--- config.mk ---
export PLATFORM = sky130hd
export DESIGN_NAME = flv_tag_stream_parser_top_flat
export DESIGN_NICKNAME = d
export VERILOG_FILES = /design/src/sv/flvtsp_pkg.sv /design/src/sv/flvtsp_if.sv /design/src/sv/flv_tag_stream_parser_top.sv /design/src/flat_wrapper.sv
export SDC_FILE = /design/constraint.sdc
export NUM_CORES = 1
export LEC_CHECK = 0
export ABC_CLOCK_PERIOD_IN_PS = 9200
export BUFFER_PORTS_ARGS = -buffer_cell sky130_fd_sc_hd__buf_2
export CAP_MARGIN = 10
export CELL_PAD_IN_SITES_DETAIL_PLACEMENT = 1
export CELL_PAD_IN_SITES_GLOBAL_PLACEMENT = 2
export CORE_MARGIN = 1
export CORE_UTILIZATION = 38
export DETAILED_ROUTE_END_ITERATION = 10
export GPL_ROUTABILITY_DRIVEN = 0
export GPL_TIMING_DRIVEN = 0
export PLACE_DENSITY = 0.88
export SLEW_MARGIN = 5
export SYNTH_ARGS = -nofsm -noshare
export SYNTH_HDL_FRONTEND = slang
export SYNTH_SLANG_ARGS = --single-unit
--- constraint.sdc ---
create_clock -name clock -period 9.2 [get_ports clock]
set_clock_uncertainty 0.05 [all_clocks]
set_input_delay 0 -clock clock [delete_from_list [all_inputs] [get_ports clock]]
set_output_delay 0 -clock clock [all_outputs]
set_load 0.02 [all_outputs]
--- src/sv/flvtsp_pkg.sv ---
// Package: shared types, codes and constants of the FLV tag stream parser.
package flvtsp_pkg;

   localparam logic [2:0] PH_FILE    = 3'd0;
   localparam logic [2:0] PH_TAG     = 3'd1;
   localparam logic [2:0] PH_PAYLOAD = 3'd2;
   localparam logic [2:0] PH_TRAILER = 3'd3;

   localparam logic [1:0] KIND_TAG_HEADER = 2'd0;
   localparam logic [1:0] KIND_PAYLOAD    = 2'd1;
   localparam logic [1:0] KIND_ERROR      = 2'd2;

   localparam logic [1:0] ERR_SIGNATURE  = 2'd0;
   localparam logic [1:0] ERR_TYPE_FLAGS = 2'd1;
   localparam logic [1:0] ERR_OFFSET     = 2'd2;
   localparam logic [1:0] ERR_TRAILER    = 2'd3;

   localparam logic [7:0]  FLAG_MASK     = 8'hFA;
   localparam logic [3:0]  FLAG_INDEX    = 4'd4;
   localparam logic [3:0]  HDR_LAST      = 4'd12;
   localparam logic [3:0]  TAG_HDR_LAST  = 4'd10;
   localparam logic [3:0]  TRAILER_LAST  = 4'd3;
   localparam logic [31:0] TAG_HDR_LEN   = 32'd11;

   typedef struct packed {
      logic [1:0]  kind;
      logic [7:0]  tag_type;
      logic [31:0] timestamp;
      logic [23:0] data_size;
      logic [7:0]  payload_byte;
      logic        last_byte;
      logic [1:0]  error_code;
   } rsp_word_type;

   // expected file header bytes; the flags byte is checked by mask
   function automatic logic [7:0] header_byte(input logic [3:0] idx);
      logic [7:0] val;
      unique case (idx)
         4'd0:    val = 8'h46;
         4'd1:    val = 8'h4C;
         4'd2:    val = 8'h56;
         4'd3:    val = 8'h01;
         4'd8:    val = 8'h09;
         default: val = 8'h00;
      endcase
      return val;
   endfunction

endpackage

--- src/sv/flvtsp_if.sv ---
// Interfaces: byte input channel and result word channel.
interface flvtsp_req_if;
   logic       valid;
   logic       ready;
   logic [7:0] data_byte;
   modport source (output valid, output data_byte, input ready);
   modport sink (input valid, input data_byte, output ready);
endinterface

interface flvtsp_rsp_if;
   logic                      valid;
   logic                      ready;
   flvtsp_pkg::rsp_word_type  word;
   modport source (output valid, output word, input ready);
   modport sink (input valid, input word, output ready);
endinterface

--- src/sv/flv_tag_stream_parser_top.sv ---
// Top level: FLV file header check and tag header / payload / trailer parser.
// One byte word is accepted per clock unless stalled and parsed in the cycle it
// arrives; any result word is registered, or queued if one waits. A two-entry
// output stage (result register plus skid register) lets input continue at one
// byte per clock while a result waits; input stalls only when both are full.
// After any format error one error word is sent and all later bytes are
// accepted and dropped until reset.
module flv_tag_stream_parser_top (
   input  logic                clock,
   input  logic                reset,
   flvtsp_req_if.sink          req_chan,
   flvtsp_rsp_if.source        rsp_chan
);

   logic [2:0]  phase_ff, phase_in;
   logic [3:0]  idx_ff, idx_in;
   logic [7:0]  tag_kind_ff, tag_kind_in;
   logic [23:0] size_ff, size_in;
   logic [31:0] time_ff, time_in;
   logic [23:0] left_ff, left_in;
   logic [31:0] trailer_ff, trailer_in;
   logic        halted_ff, halted_in;

   logic                     out_valid_ff, skid_valid_ff;
   flvtsp_pkg::rsp_word_type out_ff, skid_ff;

   logic                     accept, take;
   logic                     res_valid;
   flvtsp_pkg::rsp_word_type res;
   logic [7:0]               b;
   logic [3:0]               hdr_i;
   logic                     last;

   assign req_chan.ready = !skid_valid_ff;
   assign accept = req_chan.valid && req_chan.ready;
   assign take = out_valid_ff && rsp_chan.ready;
   assign b = req_chan.data_byte;
   assign hdr_i = (idx_ff > flvtsp_pkg::HDR_LAST) ? flvtsp_pkg::HDR_LAST : idx_ff;
   assign last = (left_ff <= 24'd1);

   always_comb begin
      phase_in = phase_ff;
      idx_in = idx_ff;
      tag_kind_in = tag_kind_ff;
      size_in = size_ff;
      time_in = time_ff;
      left_in = left_ff;
      trailer_in = trailer_ff;
      halted_in = halted_ff;
      res_valid = 1'b0;
      res = '0;
      if (accept && !halted_ff) begin
         unique case (phase_ff)
            flvtsp_pkg::PH_FILE: begin
               if (hdr_i == flvtsp_pkg::FLAG_INDEX &&
                   (b & flvtsp_pkg::FLAG_MASK) != 8'd0) begin
                  res_valid = 1'b1;
                  res.kind = flvtsp_pkg::KIND_ERROR;
                  res.error_code = flvtsp_pkg::ERR_TYPE_FLAGS;
                  halted_in = 1'b1;
               end else if (hdr_i != flvtsp_pkg::FLAG_INDEX &&
                            b != flvtsp_pkg::header_byte(hdr_i)) begin
                  res_valid = 1'b1;
                  res.kind = flvtsp_pkg::KIND_ERROR;
                  res.error_code = (hdr_i < 4'd4) ? flvtsp_pkg::ERR_SIGNATURE
                                                  : flvtsp_pkg::ERR_OFFSET;
                  halted_in = 1'b1;
               end else if (hdr_i == flvtsp_pkg::HDR_LAST) begin
                  phase_in = flvtsp_pkg::PH_TAG;
                  idx_in = 4'd0;
               end else begin
                  idx_in = hdr_i + 4'd1;
               end
            end
            flvtsp_pkg::PH_TAG: begin
               if (idx_ff == 4'd0) begin
                  tag_kind_in = b;
                  size_in = '0;
                  time_in = '0;
               end else if (idx_ff <= 4'd3) begin
                  size_in = {size_ff[15:0], b};
               end else if (idx_ff <= 4'd6) begin
                  time_in = {8'd0, time_ff[15:0], b};
               end else if (idx_ff == 4'd7) begin
                  time_in = {b, time_ff[23:0]};
               end
               if (idx_ff >= flvtsp_pkg::TAG_HDR_LAST) begin
                  idx_in = 4'd0;
                  left_in = size_in;
                  trailer_in = '0;
                  phase_in = (size_in != 24'd0) ? flvtsp_pkg::PH_PAYLOAD
                                                : flvtsp_pkg::PH_TRAILER;
                  res_valid = 1'b1;
                  res.kind = flvtsp_pkg::KIND_TAG_HEADER;
                  res.tag_type = tag_kind_in;
                  res.timestamp = time_in;
                  res.data_size = size_in;
               end else begin
                  idx_in = idx_ff + 4'd1;
               end
            end
            flvtsp_pkg::PH_PAYLOAD: begin
               res_valid = 1'b1;
               res.kind = flvtsp_pkg::KIND_PAYLOAD;
               res.tag_type = tag_kind_ff;
               res.timestamp = time_ff;
               res.data_size = size_ff;
               res.payload_byte = b;
               res.last_byte = last;
               if (last) begin
                  left_in = '0;
                  phase_in = flvtsp_pkg::PH_TRAILER;
                  idx_in = 4'd0;
                  trailer_in = '0;
               end else begin
                  left_in = left_ff - 24'd1;
               end
            end
            flvtsp_pkg::PH_TRAILER: begin
               trailer_in = {trailer_ff[23:0], b};
               if (idx_ff >= flvtsp_pkg::TRAILER_LAST) begin
                  idx_in = 4'd0;
                  phase_in = flvtsp_pkg::PH_TAG;
                  if (trailer_in != ({8'd0, size_ff} + flvtsp_pkg::TAG_HDR_LEN)) begin
                     res_valid = 1'b1;
                     res.kind = flvtsp_pkg::KIND_ERROR;
                     res.error_code = flvtsp_pkg::ERR_TRAILER;
                     halted_in = 1'b1;
                  end
               end else begin
                  idx_in = idx_ff + 4'd1;
               end
            end
            default: begin
               phase_in = flvtsp_pkg::PH_FILE;
               idx_in = 4'd0;
            end
         endcase
      end
   end

   always_ff @(posedge clock) begin
      if (reset) begin
         phase_ff <= flvtsp_pkg::PH_FILE;
         idx_ff <= '0;
         tag_kind_ff <= '0;
         size_ff <= '0;
         time_ff <= '0;
         left_ff <= '0;
         trailer_ff <= '0;
         halted_ff <= 1'b0;
      end else begin
         phase_ff <= phase_in;
         idx_ff <= idx_in;
         tag_kind_ff <= tag_kind_in;
         size_ff <= size_in;
         time_ff <= time_in;
         left_ff <= left_in;
         trailer_ff <= trailer_in;
         halted_ff <= halted_in;
      end
   end

   // result register with skid
   always_ff @(posedge clock) begin
      if (reset) begin
         out_valid_ff <= 1'b0;
         skid_valid_ff <= 1'b0;
      end else if (skid_valid_ff) begin
         if (take) begin
            out_valid_ff <= 1'b1;
            skid_valid_ff <= 1'b0;
         end
      end else if (res_valid) begin
         if (!out_valid_ff || take) begin
            out_valid_ff <= 1'b1;
         end else begin
            skid_valid_ff <= 1'b1;
         end
      end else if (take) begin
         out_valid_ff <= 1'b0;
      end
   end

   always_ff @(posedge clock) begin
      if (skid_valid_ff) begin
         if (take) begin
            out_ff <= skid_ff;
         end
      end else if (res_valid) begin
         if (!out_valid_ff || take) begin
            out_ff <= res;
         end else begin
            skid_ff <= res;
         end
      end
   end

   assign rsp_chan.valid = out_valid_ff;
   assign rsp_chan.word = out_ff;

`ifndef NO_ASSERTIONS
   a_skid_needs_out: assert property (@(posedge clock) disable iff (reset)
      skid_valid_ff |-> out_valid_ff)
      else $error("skid register full while result register empty");

   a_halt_sticks: assert property (@(posedge clock) disable iff (reset)
      halted_ff |=> halted_ff)
      else $error("halted cleared without reset");

   a_payload_count: assert property (@(posedge clock) disable iff (reset)
      (phase_ff == flvtsp_pkg::PH_PAYLOAD) |-> (left_ff != 24'd0))
      else $error("payload phase with no bytes left");

   a_halt_no_result: assert property (@(posedge clock) disable iff (reset)
      halted_ff |-> !res_valid)
      else $error("result produced after error");
`endif

endmodule

--- src/flat_wrapper.sv ---
// flat-port wrapper written by rule: the top's interface ports become plain ports
module flv_tag_stream_parser_top_flat 
  (clock, reset, req_chan_valid, req_chan_data_byte, req_chan_ready, rsp_chan_valid, rsp_chan_word, rsp_chan_ready);
  flvtsp_req_if req_chan_i ();
  flvtsp_rsp_if rsp_chan_i ();
  input  logic clock;
  input  logic reset;
  input wire logic [$bits(req_chan_i.valid)-1:0] req_chan_valid;
  input wire logic [$bits(req_chan_i.data_byte)-1:0] req_chan_data_byte;
  output wire logic [$bits(req_chan_i.ready)-1:0] req_chan_ready;
  output wire logic [$bits(rsp_chan_i.valid)-1:0] rsp_chan_valid;
  output wire logic [$bits(rsp_chan_i.word)-1:0] rsp_chan_word;
  input wire logic [$bits(rsp_chan_i.ready)-1:0] rsp_chan_ready;
  assign req_chan_i.valid = req_chan_valid;
  assign req_chan_i.data_byte = req_chan_data_byte;
  assign req_chan_ready = req_chan_i.ready;
  assign rsp_chan_valid = rsp_chan_i.valid;
  assign rsp_chan_word = rsp_chan_i.word;
  assign rsp_chan_i.ready = rsp_chan_ready;
  flv_tag_stream_parser_top u_core (.clock(clock), .reset(reset), .req_chan(req_chan_i), .rsp_chan(rsp_chan_i));
endmodule
* Yosys cells after proc, flatten, opt, wreduce, memory -nomap -nowiden
Cells that the tools add are included.
** Storage, ports and cells
- Bits in registers :: 276
- Bits of input ports :: 12
- Output and inout port bits :: 79
** Cells by class
- Add/sub/neg operators :: 4
- Order comparisons :: 7
- Equality and inequality tests :: 23
- Multiplexer cells :: 75
- Bitwise logic cells :: 2
- Reduce and logical (&&, ||, !) cells :: 29
** Operators by type and width (count)
- $mux W77 :: 5
- $mux W24 :: 8
- $mux W32 :: 4
- $pmux W64 S2 :: 1
- $pmux W24 S3 :: 1
- $mux W64 :: 1
- $pmux W24 S2 :: 1
- $pmux W7 S5 :: 1
- $mux W8 :: 4
- $ne A32 B25 Y1 :: 1
- $mux W4 :: 7
- $add A24 B4 Y25 const B :: 1
- $le A24 B1 Y1 const B :: 1
- $reduce_bool A24 Y1 :: 1
- $sub A24 B1 Y24 const B :: 1
- $mux W1 :: 20
- $mux W2 :: 9
- $mux W3 :: 6
- $pmux W4 S4 :: 1
- $pmux W3 S4 :: 1
- $reduce_and A3 Y1 :: 4
- $ne A2 B1 Y1 const B :: 5
- $reduce_bool A2 Y1 :: 5
- $mux W9 :: 1
- other kinds (34) :: 50

* Depth between registers and ports, before layout
- Depth in word-level cells :: 16
- Mapped depth :: 14

* Worst setup path after synthesis
OpenSTA, ideal clock, no wires.
- Path kind :: register -> register
- Start point :: register u_core.idx_ff[3]
- End point :: register u_core.out_ff, in the netlist u_core.rsp_chan.word[0], enable pin
- Library setup time :: 0.558 ns
- Data arrival time :: 6.053 ns
- Data required time :: 8.592 ns
- Path slack :: 2.539 ns
- Cell stages (with the launch flop) :: 14
- Buffers on the path :: 2
- Clock period less this slack :: 6.661 ns
- Path through :: dfxtp_1 -> buf_6 -> clkbuf_1 -> a21oi_1 -> inv_1 -> ha_1 -> mux2i_1 -> or3_1 -> nand3_1 -> nor4_2 -> a211o_1 -> inv_1 -> a21oi_1 -> a31oi_1
** Between the ends
- Cells in the longest elaborated chain, start to end :: 15
- Elaborated cells between the ends (all ways) :: 26
** Ends and longest elaborated chain
- start: declaration :: RTL line flv_tag_stream_parser_top.sv:16 : logic [3:0] idx_ff, idx_in;
- start signal: assignment :: RTL line flv_tag_stream_parser_top.sv:154 : idx_ff <= idx_in;
- $gt A4 B4 Y1 :: RTL line flv_tag_stream_parser_top.sv:38 : assign hdr_i = (idx_ff > flvtsp_pkg::HDR_LAST) ? flvtsp_pkg::HDR_LAST : idx_ff;
- $mux W4 :: RTL line flv_tag_stream_parser_top.sv:38
- $eq A4 B4 Y1 (tied with other cells) :: RTL line flvtsp_pkg.sv:38 : unique case (idx)
- $pmux W7 S5 :: RTL line flvtsp_pkg.sv:38
- $mux W8 :: RTL line flv_tag_stream_parser_top.sv:55 : if (hdr_i == flvtsp_pkg::FLAG_INDEX &&
- $mux W8 :: RTL line flv_tag_stream_parser_top.sv:53 : unique case (phase_ff)
- $mux W8 :: RTL line flv_tag_stream_parser_top.sv:52 : if (accept && !halted_ff) begin
- $ne A8 B8 Y1 :: RTL line flv_tag_stream_parser_top.sv:62 : b != flvtsp_pkg::header_byte(hdr_i)) begin
- $logic_and A1 B1 Y1 :: RTL line flv_tag_stream_parser_top.sv:61 : end else if (hdr_i != flvtsp_pkg::FLAG_INDEX &&
- $mux W1 :: RTL line flv_tag_stream_parser_top.sv:61
- $mux W1 :: RTL line flv_tag_stream_parser_top.sv:55
- $pmux W1 S4 (*) :: RTL line flv_tag_stream_parser_top.sv:53
- $mux W1 (*) :: RTL line flv_tag_stream_parser_top.sv:52
- $reduce_bool A2 Y1 (no source line) (*)
- $reduce_and A3 Y1 (no source line) (*)
- end signal: assignment :: RTL line flv_tag_stream_parser_top.sv:188 : out_ff <= skid_ff;
- end signal: assignment :: RTL line flv_tag_stream_parser_top.sv:192 : out_ff <= res;
- end: declaration :: RTL line flv_tag_stream_parser_top.sv:25 : flvtsp_pkg::rsp_word_type out_ff, skid_ff;
Every way passes the cells marked *; elsewhere a longest branch is shown, timed or not. The select of a mux whose other input is x is not followed.
A chain may end at the register's enable or synchronous reset.

* Worst setup path in the final report
- Start point :: register u_core.size_ff[0]
- End point :: register u_core.out_ff, in the netlist u_core.rsp_chan.word[27], enable pin
** Between the ends
- Cells in the longest elaborated chain, start to end :: 8
** Ends and longest elaborated chain
- start: declaration :: RTL line flv_tag_stream_parser_top.sv:18 : logic [23:0] size_ff, size_in;
- start signal: assignment :: RTL line flv_tag_stream_parser_top.sv:156 : size_ff <= size_in;
- $add A24 B4 Y25 :: RTL line flv_tag_stream_parser_top.sv:124 : if (trailer_in != ({8'd0, size_ff} + flvtsp_pkg::TAG_HDR_LEN)) begin
- $ne A32 B25 Y1 :: RTL line flv_tag_stream_parser_top.sv:124
- $mux W1 :: RTL line flv_tag_stream_parser_top.sv:124
- $mux W1 :: RTL line flv_tag_stream_parser_top.sv:121 : if (idx_ff >= flvtsp_pkg::TRAILER_LAST) begin
- $pmux W1 S4 :: RTL line flv_tag_stream_parser_top.sv:53
- $mux W1 :: RTL line flv_tag_stream_parser_top.sv:52
- $reduce_bool A2 Y1 (no source line)
- $reduce_and A3 Y1 (no source line)
Every way passes these cells.

==> metrics.md <==
| Metric | Value |
|---|---|
| TritonCTS buffer count | 28 |
| Worst-path maximum fanout | 29 |
| GR Layer Usage met1 | 0.289 |
| Syn Inst Count | 1255 |
| Post-CTS Resized | 0 |
| WHS | 28.2 ps |
| Min-Delay Endpoint | u_core.trailer_ff[0] |
| Clk buf depth | 3 |
| VDD IR max | 101 µV |
| Internal reg-to-reg setup slack | 4630 ps |
| Critical path arrival | 4830 ps |
| Crit end category | register |
| FMAX | 0.219 GHz |
| Grt met3 use | 0.0305 |
| Max_slew headroom | 0.382 |
| Final worst slack | 4630 ps |
| Final core area utilization | 0.453 |
| Most used DFF post-synth | edfxtp_1 |
| Met2 GRT Util | 0.397 |
| DP Wirelength | 28100 µm |
| Root Driver | clkbuf_16 |
| Fillers | 3721 |
| Avg Inst Size Synth | 10.2 µm² |
| Share of cells above drive strength 1 | 0.126 |
| Final ANT Viol Nets | 0 |
| R2R cell count | 12 |
| Vias | 10357 |
| Most area-consuming cells after synthesis | edfxtp_1 (36%), dfxtp_1 (19%), nor2_1 (5.1%) |
| Post-synth EDFFs | 154 |
| Register area share after synthesis | 0.552 |
| WP data required | 9460 ps |
| First-pass GRT wire length | 59900 µm |
| Max-slew violations | 0 |
| Starting density of the core | 0.389 |
| Die area | 0.0343 mm² |
| Busiest layer in global routing | met2 |
| DIE WIDTH | 185 µm |
| Area grow syn2layout | 16.4% |
| #FFs+latches synth | 275 |
| Worst skew pair latency | 560 ps |
| # Max-Cap Violations | 0 |
| Reg clk slew, reported paths | 70 ps |
| Beginning of the critical path | u_core.size_ff[0] |
| Worst hold path class | primary input to register |
| Setup_tns | 0 ps |
| Status | finished clean |
| Number of antenna diodes | 0 |
| Drt initial violations | 629 |
| Post-layout net count | 1407 |
| Post-synthesis cell type count | 71 |
| DRC violations left | 0 |
| Net Count, Synth | 1282 |
| Worst setup SP type | register |
| Hold Crit Depth | 3 |
| Worst slew pin tran | 926 ps |
| Initial antenna violation count | 0 |
| Gr usage total | 0.228 |
| Pin count of the biggest net entering global routing | 31 |
| CTS tree | done |
| H-tree levels | 1 |
| Number of global-route vias before repair | 10406 |
| # clock sinks | 275 |
| I/O Pins | 91 |
| FF-to-FF End | u_core.rsp_chan.word[27] |
| Tmin final | 4570 ps |
| Leakage power | 5.82 nW |
| Overall die height | 185 µm |
| Most numerous cell in the Yosys netlist | nor2_1 |
| Post-DR vias/cell | 5.62 |
| Grt ovf | 0 |
| Mapped Area | 0.0128 mm² |
| Core Rows | 66 |
| Setup WS pre-CTS | 4650 ps |
| Final Setup Violations | 0 |
| Total Wirelength | 38900 µm |
| Synth area leader | edfxtp_1 |
| Tcrit/Tclk final | 0.497 |
| Syn. warnings | 0 |
| Fin. Hold Viols | 0 |
| Share of the synthesized area in the top cell type | 0.362 |
| Pwr dens | 180 mW/mm² |
| TritonRoute pass-1 iters | 5 |
| Kind of critical path | register to register |
| Input/output buffers | 86 |
| FFs w/ async S/R, synth | 0 |
| Core area | 0.0328 mm² |
| Post-synth top cells | nor2_1 (173), edfxtp_1 (154), dfxtp_1 (121), a21oi_1 (98), clkbuf_1 (77) |
| Reg2reg start | u_core.size_ff[0] |
| Hold path startpoint | req_chan_data_byte[0] |
| DR WL/cell | 21.1 µm |
| RSZ-0062 raised after global routing | false |
[power breakdown]
| part | total, W | switching (W) | leakage (nW) | internal (W) |
|---|---|---|---|---|
| registers | 0.00134 | 0.00000975 | 2.45 | 0.00133 |
| clock network | 0.00119 | 0.000493 | 0.479 | 0.000695 |
| logic | 0.000143 | 0.000104 | 2.90 | 0.0000382 |
| total | 0.00267 | 0.000608 | 5.82 | 0.00207 |
[state kept, by name, indices dropped and copies added (netlist names), 2 cells and up]
register and cells:
u_core.time_ff 32, u_core.skid_ff 77, u_core.phase_ff 2, u_core.left_ff 24, u_core.rsp_chan.word 77, u_core.tag_kind_ff 8
u_core.trailer_ff 24, u_core.idx_ff 4, u_core.size_ff 24
[cell families (layout without fill, tap and decap cells)]
kind of cell	count (synthesis)	count (layout)	share of synthesized area
AOI/OAI and AO/OA	343	343	0.178
xor gates and xnor gates	34	34	0.0233
adders and majority gates	15	15	0.0147
buffers and inverters	124	271	0.0402
DFF	275	275	0.552
muxes	14	14	0.0111
and+or+nand+nor	450	450	0.180
[per-stage QoR]
stage	total power, W	cells	instance area (µm²)
global placement	0.00151	1783	13700
detailed placement	0.00151	1789	13900
finish	0.00267	1844	14900
floorplan	0.00146	1255	12800
CTS	0.00269	1844	14900
global route	0.00275	1844	14900
[worst max-delay path: stages (launching register included)]
cell and delay [ps]:
dfxtp_1 470, inv_1 100, ha_1 270, nor2b_1 310
o211ai_1 210, or3b_2 530, a31o_2 260, a211oi_1 230
nand4_1 360, a21oi_1 600, a31oi_4 400, buf_12 300
buf_12 180
[placed cells by master, fill, tap and decap left out, types with 9 or more instances in the layout]
master     instances
mux2i_1           13
a21oi_1           97
edfxtp_1         154
nor4_1             9
nand4_1           16
o32ai_1           10
dfxtp_1          121
xor2_1            18
o21ai_0           38
nor2_1           173
buf_2            102
a211oi_1          30
a21o_1            74
nand3_1           41
nand2_1           66
and2_1            46
a22oi_1           43
xnor2_1           16
ha_1              15
nor3_1            15
clkbuf_16         29
and3_1            12
inv_1             23
nor3b_1           24
clkbuf_1          82
[worst max path at each step]
stage	to	depth (start not counted)	slack [ps]
after floorplan	u_core.rsp_chan.word[0]	13	2540
after global placement	u_core.rsp_chan.word[30]	9	750
after detailed placement	u_core.rsp_chan.word[31]	12	4650
after CTS	u_core.rsp_chan.word[32]	12	4630
after global routing	u_core.rsp_chan.word[33]	12	4320
final	u_core.rsp_chan.word[27]	12	4630
[what timing repair did]
item	in CTS	in global routing
hold endpoints to repair	7	0
hold buffers	3	0
buffers inserted	0	0
[routing by layer]
metal / vias up / part of all wire / routed length, µm
met3: 72 / 0.045 / 1760
li1: 4832 / - / -
met5: - / 0 / 0
met2: 283 / 0.49 / 19100
met4: 0 / 0.028 / 1100
met1: 5170 / 0.43 / 16900
[cell type report]
| class | count | area, µm² | area share |
|---|---|---|---|
| flip-flops and latches | 275 | 7050 | 0.474 |
| multi-input cells | 856 | 5230 | 0.352 |
| clock buffers | 38 | 800 | 0.0538 |
| well taps | 442 | 553 | 0.0372 |
| repair buffers | 95 | 551 | 0.0371 |
| plain buffers | 101 | 427 | 0.0287 |
| clock inverters | 14 | 163 | 0.0109 |
| inverters | 23 | 86.3 | 0.00581 |
Note: power is estimated with default switching activity, not from simulation.
